`src/design/tsnc_pkg.sv`:
```
// Shared types and constants for the timestamp history restamping block.
// Used by tsnc_cell and timestamp_history_nearest_correction.

package tsnc_pkg;

    // default number of stored time pairs
    localparam int HISTORY_DEPTH_DEF = 128;

    // register reset values
    localparam logic [31:0] GAP_TOL_RESET = 32'd6000000;
    localparam logic        GAP_EN_RESET  = 1'b1;

    typedef logic [63:0] time_t;

    typedef enum logic {
        OP_RECORD  = 1'b0,
        OP_CORRECT = 1'b1
    } op_t;

    typedef enum logic [1:0] {
        STATUS_OK    = 2'd0,
        STATUS_GAP   = 2'd1,
        STATUS_EMPTY = 2'd2
    } status_t;

    // register index, taken from paddr[2]
    typedef enum logic {
        REG_GAP_TOL = 1'b0,
        REG_GAP_EN  = 1'b1
    } reg_idx_t;

    typedef enum logic [1:0] {
        ST_IDLE,
        ST_SEARCH,
        ST_DONE
    } state_t;

    // search token handed from cell to cell
    typedef struct packed {
        logic  valid;
        logic  found;
        time_t measure;
        time_t best_dist;
        time_t best_offset;
        time_t best_capture;
    } token_t;

endpackage

```
`src/design/tsnc_cell.sv`:
```
// One history cell: holds a (sensor, capture) pair that shifts to the next
// cell on a record, and updates the passing search token. Uses tsnc_pkg.

module tsnc_cell #(
    parameter int IDX   = 0,
    parameter int CNT_W = 8
) (
    input  logic                aclk,
    input  logic                aresetn,
    input  logic                shift_en,
    input  tsnc_pkg::time_t     sensor_in,
    input  tsnc_pkg::time_t     capture_in,
    input  logic [CNT_W-1:0]    hist_count,
    input  tsnc_pkg::token_t    tok_in,
    output tsnc_pkg::time_t     sensor_out,
    output tsnc_pkg::time_t     capture_out,
    output tsnc_pkg::token_t    tok_out
);
    import tsnc_pkg::*;

    time_t  sensor_reg;
    time_t  capture_reg;
    token_t tok_reg;
    token_t tok_next;
    time_t  diff_ms;
    time_t  diff_sm;
    time_t  pair_dist;
    logic   in_use;
    logic   take;

    // pair storage, shifts one place toward the old end on a record
    always_ff @(posedge aclk) begin
        if (shift_en) begin
            sensor_reg  <= sensor_in;
            capture_reg <= capture_in;
        end
    end

    // distance of this pair to the measurement time
    always_comb begin
        diff_ms   = tok_in.measure - sensor_reg;
        diff_sm   = sensor_reg - tok_in.measure;
        pair_dist = (tok_in.measure >= sensor_reg) ? diff_ms : diff_sm;
        in_use    = tok_in.valid && (hist_count > CNT_W'(IDX));
        take      = in_use && (!tok_in.found || (pair_dist < tok_in.best_dist));
        tok_next  = tok_in;
        tok_next.found = tok_in.found || in_use;
        if (take) begin
            tok_next.best_dist    = pair_dist;
            tok_next.best_offset  = diff_ms;
            tok_next.best_capture = capture_reg;
        end
    end

    // token register, valid cleared at reset
    always_ff @(posedge aclk) begin
        if (!aresetn) begin
            tok_reg.valid <= 1'b0;
        end else begin
            tok_reg.valid <= tok_next.valid;
        end
        tok_reg.found        <= tok_next.found;
        tok_reg.measure      <= tok_next.measure;
        tok_reg.best_dist    <= tok_next.best_dist;
        tok_reg.best_offset  <= tok_next.best_offset;
        tok_reg.best_capture <= tok_next.best_capture;
    end

    assign sensor_out  = sensor_reg;
    assign capture_out = capture_reg;
    assign tok_out     = tok_reg;

endmodule

```
`config.mk`:
```
export PLATFORM = sky130hd
export DESIGN_NAME = tsnc_cell
export DESIGN_NICKNAME = d
export VERILOG_FILES = /design/src/design/tsnc_pkg.sv /design/src/design/tsnc_cell.sv
export SDC_FILE = /design/constraint.sdc
export NUM_CORES = 1
export LEC_CHECK = 0
export BUFFER_PORTS_ARGS = -buffer_cell sky130_fd_sc_hd__buf_2
export CORE_AREA = 2 2 305 307
export DETAILED_ROUTE_END_ITERATION = 7
export DIE_AREA = 0 0 307 309
export GPL_ROUTABILITY_DRIVEN = 0
export HOLD_SLACK_MARGIN = 0.02
export PLACE_DENSITY = 0.4
export SLEW_MARGIN = 15
export SYNTH_ARGS = -nofsm -noshare
export SYNTH_HDL_FRONTEND = slang
export SYNTH_SLANG_ARGS = --single-unit
```
`constraint.sdc`:
```
create_clock -name aclk -period 15.73 [get_ports aclk]
set_input_delay 2.3595 -clock aclk [delete_from_list [all_inputs] [get_ports aclk]]
set_output_delay 2.3595 -clock aclk [all_outputs]
set_load 0.01 [all_outputs]
```
==> out/qor.yml, run 1 <==
status:
  outcome: "finished clean"
place:
  portBuffers: 782
  post-place-ws_ns: 5.42
  dpl.hpwl_um: 84700
layout:
  nets: 3578
  syn_to_final_growth_pct: 30.6
  drive_above_1_share_pct: 33.4
floorplan:
  pin_count: 783
  die_h_um: 309
  coreArea_um2: 91400
  rows: 111
  dieArea_um2: 94900
  start_util_pct: 23.4
  die_w_um: 307
setup_path:
  crit_fanout: 68
  path_class: "input pin to flip-flop"
  cp-startpoint: "tok_in[244]"
  r2r.worst_path.cells: 20
  critPathRequiredTime_ns: 16.22
  start_kind: "input pin"
  setup.worst_path.end_class: "flip-flop"
  r2r_start: "sensor_out[34]"
  arrival_ns: 9.88
  regToRegSetupSlack_ns: 7.73
clock_tree:
  cts.reportedPaths.clkPinSlew_ns: 0.06
  cts_buffers: 48
  ctsResizeCount: 0
  insertion_delay_ns: 0.63
  clock_sinks: 386
  tritoncts: "yes"
  htree_num_levels: 2
  cts_buffer_depth: 3
  ctsHoldBuffers: 0
  cts_root_buf: "clkbuf_16"
  post_cts_buffers: 0
routing:
  vias: 19685
  dr.pass1.iters: 7
  viasPerCell: 4.67
  drcViolationCount: 0
  routed_wl_um: 102000
  routedWlPerCell_um: 24.2
  drtAntennaViolNets: 0
  drt-initial-drc-count: 1234
logic_synthesis:
  ys_seq_area_share_pct: 42.1
  syn_nets: 2836
  muxShareOfSynthArea_pct: 7.09
  synthCells: 2247
  synth_compound_area_share_pct: 18.4
  async_reset_ff_share_pct: 0
  synth-main-ff-cell: "dfxtp_1"
  synth_top_area_share_pct: 24.2
  yosysWarnings: 0
  synth-simple-area-share_pct: 9.70
  synthAdderAreaFrac_pct: 11.3
  yosysMostFrequentCell: "dfxtp_1"
  synthXorXnorAreaFrac_pct: 4.99
  syn_area_per_cell_um2: 9.51
  yosys-top-cells-area: "dfxtp_1 (24%), edfxtp_1 (18%), ha_1 (11%), mux2_2 (5.4%), a21oi_1 (5.2%)"
  yosys.area.top_type: "dfxtp_1"
  synth_edf_count: 128
  syn_area_um2: 21400
  synth_top_family_by_area: "compound AO/OA/AOI/OAI gates"
  ys_types: 89
  synth_top_cells_by_count: "dfxtp_1 (258), a21oi_1 (223), inv_1 (219), nand2_1 (205), ha_1 (190)"
  synth-seq-cells: 386
worst_hold_path:
  holdCritStartpoint: "capture_out[0]"
  hp-class: "flip-flop to flip-flop"
  holdPathStages: 1
timing:
  min_period_ns: 9.39
  grt_setup_unrepaired: "false"
  post-route-period-util_pct: 59.7
  skew_ns: 0.0270
  setup_ws_ns: 6.34
  max_slew_margin_pct: 29.6
  setup_viol: 0
  fmax_mhz: 106
  tightest_slew_ns: 1.06
  fin_tns_setup_ns: 0
  hold_viol_final: 0
  drv_slew: 0
pwr:
  leakage_nw: 13.1
  ir_worst_vdd_v: 0.0000991
  powerDensity_nw_per_um2: 134
global_routing:
  gr-total-overflow: 0
  antenna_found_initial: 23
  grt_max_degree: 196
  global_route.usage.total_pct: 20.6
  grt_pass1_wl_um: 142000
  grt_pass1_vias: 19894
job:
  drv_cap: 0
-- worst paths after layout --
| path | to |
|---|---|
| max reg2reg | tok_out[182] |
| min | tok_out[0] |
| min reg2reg | tok_out[0] |
| max | tok_out[182] |
-- registers in the layout, indices dropped and copies added, names as in the netlist --
name / flops
tok_out: 258
capture_out: 64
sensor_out: 64
-- cells by family after synthesis --
| group | count (synthesis) |
|---|---|
| and+or+nand+nor | 446 |
| muxes | 137 |
| xor gates and xnor gates | 121 |
| buffers and inverters | 322 |
| DFF | 386 |
| adders and majority gates | 192 |
| AOI/OAI and AO/OA | 643 |
-- critical path: stages --
cell	delay, ns
buf_2	0.10
inv_1	0.04
ha_1	0.65
nand4_1	0.37
nor2_1	0.36
nand3_1	0.17
a211oi_1	0.48
o31ai_2	0.23
nand2_2	0.42
buf_4	0.55
mux2i_1	0.24
xnor2_1	0.59
ha_1	0.38
a21oi_1	0.14
o21ai_0	0.14
a221o_1	0.38
a211oi_1	0.23
o21a_1	0.23
o211ai_1	0.20
clkinv_2	0.37
buf_4	0.73
mux2_2	0.42
-- power by group --
part / switching, W / internal (W) / leakage [nW]
logic: 0.000844 / 0.000493 / 8.88
registers: 0.0000679 / 0.00121 / 3.43
clock network: 0.000473 / 0.000645 / 0.758
total: 0.00139 / 0.00235 / 13.1
-- layer usage --
layer / wire [um] / share of wire (%) / GRT usage (%) / vias to the layer above
met5: 117 / 0.11 / 0 / -
met4: 2340 / 2.3 / 5.15 / 20
met2: 50700 / 50 / 37.0 / 779
met3: 7270 / 7.1 / 4.89 / 120
met1: 41500 / 41 / 24.7 / 9366
li1: - / - / - / 9400
-- layout by cell type (no fill, tap or decap), drive strengths merged, types with 34 or more instances in the layout --
cell type / n
a21o: 52
dfxtp: 258
edfxtp: 128
nand4: 42
mux2: 109
ha: 190
xnor2: 77
xor2: 44
o21bai: 34
a21oi: 225
inv: 222
nand2: 206
buf: 793
clkbuf: 65
nor2: 93
o21ai: 189
-- through the flow --
stage	hold slack, ns	cells	util (%)	instance area [um2]	power (W)
after global placement	0.483	4125	28.8	26400	0.00266
after floorplan	0.552	2247	-	21400	0.00204
final	0.494	4217	30.6	27900	0.00373
after global routing	0.522	4214	30.5	27900	0.00394
after detailed placement	0.484	4125	28.8	26400	0.00265
after CTS	0.498	4214	30.5	27900	0.00380
-- cell type report --
class                      instances  area (um2)
antenna                            3        7.51
timing repair buffer             793        4020
sequential                       386        9010
clock buffer                      65        1340
clock inverter                    24         218
fill                            9909       63500
tap                             1186        1480
multi-input combinational       1539       11000
inverter                         221         831
Note: power is estimated with default switching activity, not from simulation.
==> run 2: changes to the inputs <==
--- a/config.mk
+++ b/config.mk
@@ -11,7 +11,7 @@
 export DIE_AREA = 0 0 307 309
 export GPL_ROUTABILITY_DRIVEN = 0
 export HOLD_SLACK_MARGIN = 0.02
-export PLACE_DENSITY = 0.4
+export PLACE_DENSITY = 0.41
 export SLEW_MARGIN = 15
 export SYNTH_ARGS = -nofsm -noshare
 export SYNTH_HDL_FRONTEND = slang
==> constraint.sdc (replaced) <==
create_clock -name aclk -period 8.43 [get_ports aclk]
set_input_delay 1.2645 -clock aclk [delete_from_list [all_inputs] [get_ports aclk]]
set_output_delay 1.2645 -clock aclk [all_outputs]
set_load 0.01 [all_outputs]
==> run 2 against run 1 <==
Wire length decreased by 0.97%. Register-to-register slack got worse by 6.7 ns. Combinational power increased by 90%. Die area unchanged. First-iteration DRC count increased by 1.2%. Worst setup slack got worse by 5.7 ns. Largest cell class unchanged. Highest routed layer unchanged.
==> out/qor.yml, run 2 (same netlist as run 1, synthesis figures left out) <==
timing:
  post-route-period-util_pct: 92.4
  min_period_ns: 7.79
  grt_setup_unrepaired: "false"
  hold_viol_final: 0  # unchanged
  fin_tns_setup_ns: 0  # unchanged
  setup_viol: 0  # unchanged
  drv_slew: 0  # unchanged
  fmax_mhz: 128
  max_slew_margin_pct: 37.7  # +8.1 points
  skew_ns: 0.0330  # +0.00607 ns
  tightest_slew_ns: 0.935  # -0.121 ns
global_routing:
  grt_pass1_wl_um: 141000  # -0.65%
  antenna_found_initial: 23  # unchanged
  global_route.usage.total_pct: 20.4  # -0.23 points
  grt_max_degree: 109  # -44%
  grt_pass1_vias: 20085  # +0.96%
  gr-total-overflow: 0  # unchanged
setup_path:
  setup.worst_path.end_class: "flip-flop"
  timing.rr.end: "tok_out[51]"
  regToRegSetupSlack_ns: 1.01  # -6.72 ns
  arrival_ns: 8.28  # -1.60 ns
  slowest_stage: "o211ai_1"
  path_class: "input pin to flip-flop"
  r2r_start: "sensor_out[0]"
  slowest_delay_ns: 0.66  # -0.07 ns
  start_kind: "input pin"
  critPathRequiredTime_ns: 8.92  # -7.30 ns
  r2r.worst_path.cells: 21  # +5.0%
  worstPathCellList: "buf_2, inv_1, ha_1, inv_1, fa_1, a21o_2, a221oi_2, o21ai_1, a211oi_1, o21ai_1, a31oi_1, o21bai_1, a41oi_1, xor2_1, mux2i_1, ha_1, nand4_1, nor4_1, o21a_1, nand4b_1, o211ai_1, buf_12, mux2_2"
  crit_fanout: 108  # +59%
clock_tree:
  ctsHoldBuffers: 0  # unchanged
  post_cts_buffers: 0  # unchanged
  ctsResizeCount: 0  # unchanged
  htree_num_levels: 2  # unchanged
  cts.reportedPaths.clkPinSlew_ns: 0.06  # about the same
  cts_buffer_depth: 3  # unchanged
  clock_sinks: 386  # unchanged
  insertion_delay_ns: 0.63  # about the same
  cts_root_buf: "clkbuf_16"
  cts_buffers: 49  # +2.1%
  tritoncts: "yes"
floorplan:
  coreArea_um2: 91400  # unchanged
  rows: 111  # unchanged
  dieArea_um2: 94900  # unchanged
  die_w_um: 307  # unchanged
  start_util_pct: 23.4  # unchanged
  pin_count: 783  # unchanged
  die_h_um: 309  # unchanged
routing:
  routed_wl_um: 101000  # -0.97%
  vias: 19784  # +0.50%
  wl_met2_um: 50200  # -0.83%
  dr.pass1.iters: 5  # -2
  drtAntennaViolNets: 0  # unchanged
  viasPerCell: 4.66  # -0.23%
  drcViolationCount: 0  # unchanged
  routedWlPerCell_um: 23.7  # -1.7%
  drt-met1-wl_um: 42100  # +1.4%
  wl_met3_um: 6580  # -9.4%
  top_layer: "met5"
  drt-initial-drc-count: 1249  # +1.2%
layout:
  largest_register_ffs: 258  # unchanged
  nets: 3609  # +0.87%
  final_cell_mix: "buf_2 (781), dfxtp_1 (258), a21oi_1 (223), inv_1 (219), nand2_1 (204)"
  drive_above_1_share_pct: 34.1  # +0.73 points
  final_cells: 4248  # +0.74%
  nFillCells: 9910  # +0.010%
  final_common_cell: "buf_2"
  syn_to_final_growth_pct: 31.8
pwr:
  leakage_nw: 13.2  # +1.1%
  ir_worst_vdd_v: 0.000167  # +69%
  powerDensity_nw_per_um2: 248  # +86%
place:
  place_inst: 4155  # +0.73%
  portBuffers: 782  # unchanged
  dpl.hpwl_um: 85000  # +0.36%
worst_hold_path:
  hp-class: "flip-flop to flip-flop"
  holdPathStages: 1  # unchanged
  holdCritStartpoint: "capture_out[41]"
  holdPathEnd: "tok_out[41]"
job:
  drv_cap: 0  # unchanged
status:
  outcome: "finished clean"
[run 2: power by group]
| group | switching, W | total, W | internal (W) |
|---|---|---|---|
| Sequential | 0.000119 | 0.00237 | 0.00226 |
| Clock | 0.000886 | 0.00207 | 0.00118 |
| Combinational | 0.00159 | 0.00254 | 0.000952 |
| Total | 0.00260 | 0.00699 | 0.00439 |
[run 2: how the worst max path moves through the flow]
stage	startpoint	cells after the start	end
2_1_floorplan	tok_in[192]	23	tok_out[61]
3_3_place_gp	tok_in[192]	26	tok_out[190]
3_5_place_dp	tok_in[192]	23	tok_out[62]
4_1_cts	tok_in[192]	23	tok_out[62]
5_1_grt	tok_in[192]	26	tok_out[190]
6_report	tok_in[192]	23	tok_out[51]
[run 2: area by class of cell]
| type | count | area, um2 | share of cell area [%] |
|---|---|---|---|
| Sequential cell | 386 | 9010 | 32.0 |
| Clock inverter | 25 | 213 | 0.755 |
| Clock buffer | 66 | 1340 | 4.76 |
| Tap cell | 1186 | 1480 | 5.27 |
| Antenna cell | 2 | 5.00 | 0.0178 |
| Multi-Input combinational cell | 1539 | 11000 | 39.1 |
| Inverter | 221 | 831 | 2.95 |
| Timing Repair Buffer | 823 | 4280 | 15.2 |
[run 2: layer usage]
metal  vias to the layer above  track usage (%)
met4                        18             4.48
met5                         -                0
met2                       763             36.6
li1                       9466                -
met1                      9431             24.8
met3                       106             4.46
[run 2: worst max-delay path: cells and delay by family]
kind	cells	cell delay, ns
XOR/XNOR	1	0.31
AND/OR/NAND/NOR	3	0.57
buffers and inverters	4	0.73
multiplexers	2	0.56
adder cells (fa/ha/maj)	3	0.98
AO/OA/AOI/OAI	10	3.73
[run 2: stage by stage]
stage / total power [W] / hold WS [ns] / instance area (um2) / setup slack, ns / utilization (%)
global route: 0.00738 / 0.524 / 28200 / 0.374 / 30.8
floorplan: 0.00380 / 0.552 / 21400 / 2.05 / -
CTS: 0.00711 / 0.499 / 28200 / 0.710 / 30.8
global placement: 0.00499 / 0.480 / 26600 / 0.0734 / 29.1
detailed placement: 0.00498 / 0.481 / 26600 / 0.0708 / 29.1
finish: 0.00699 / 0.499 / 28200 / 0.638 / 30.8
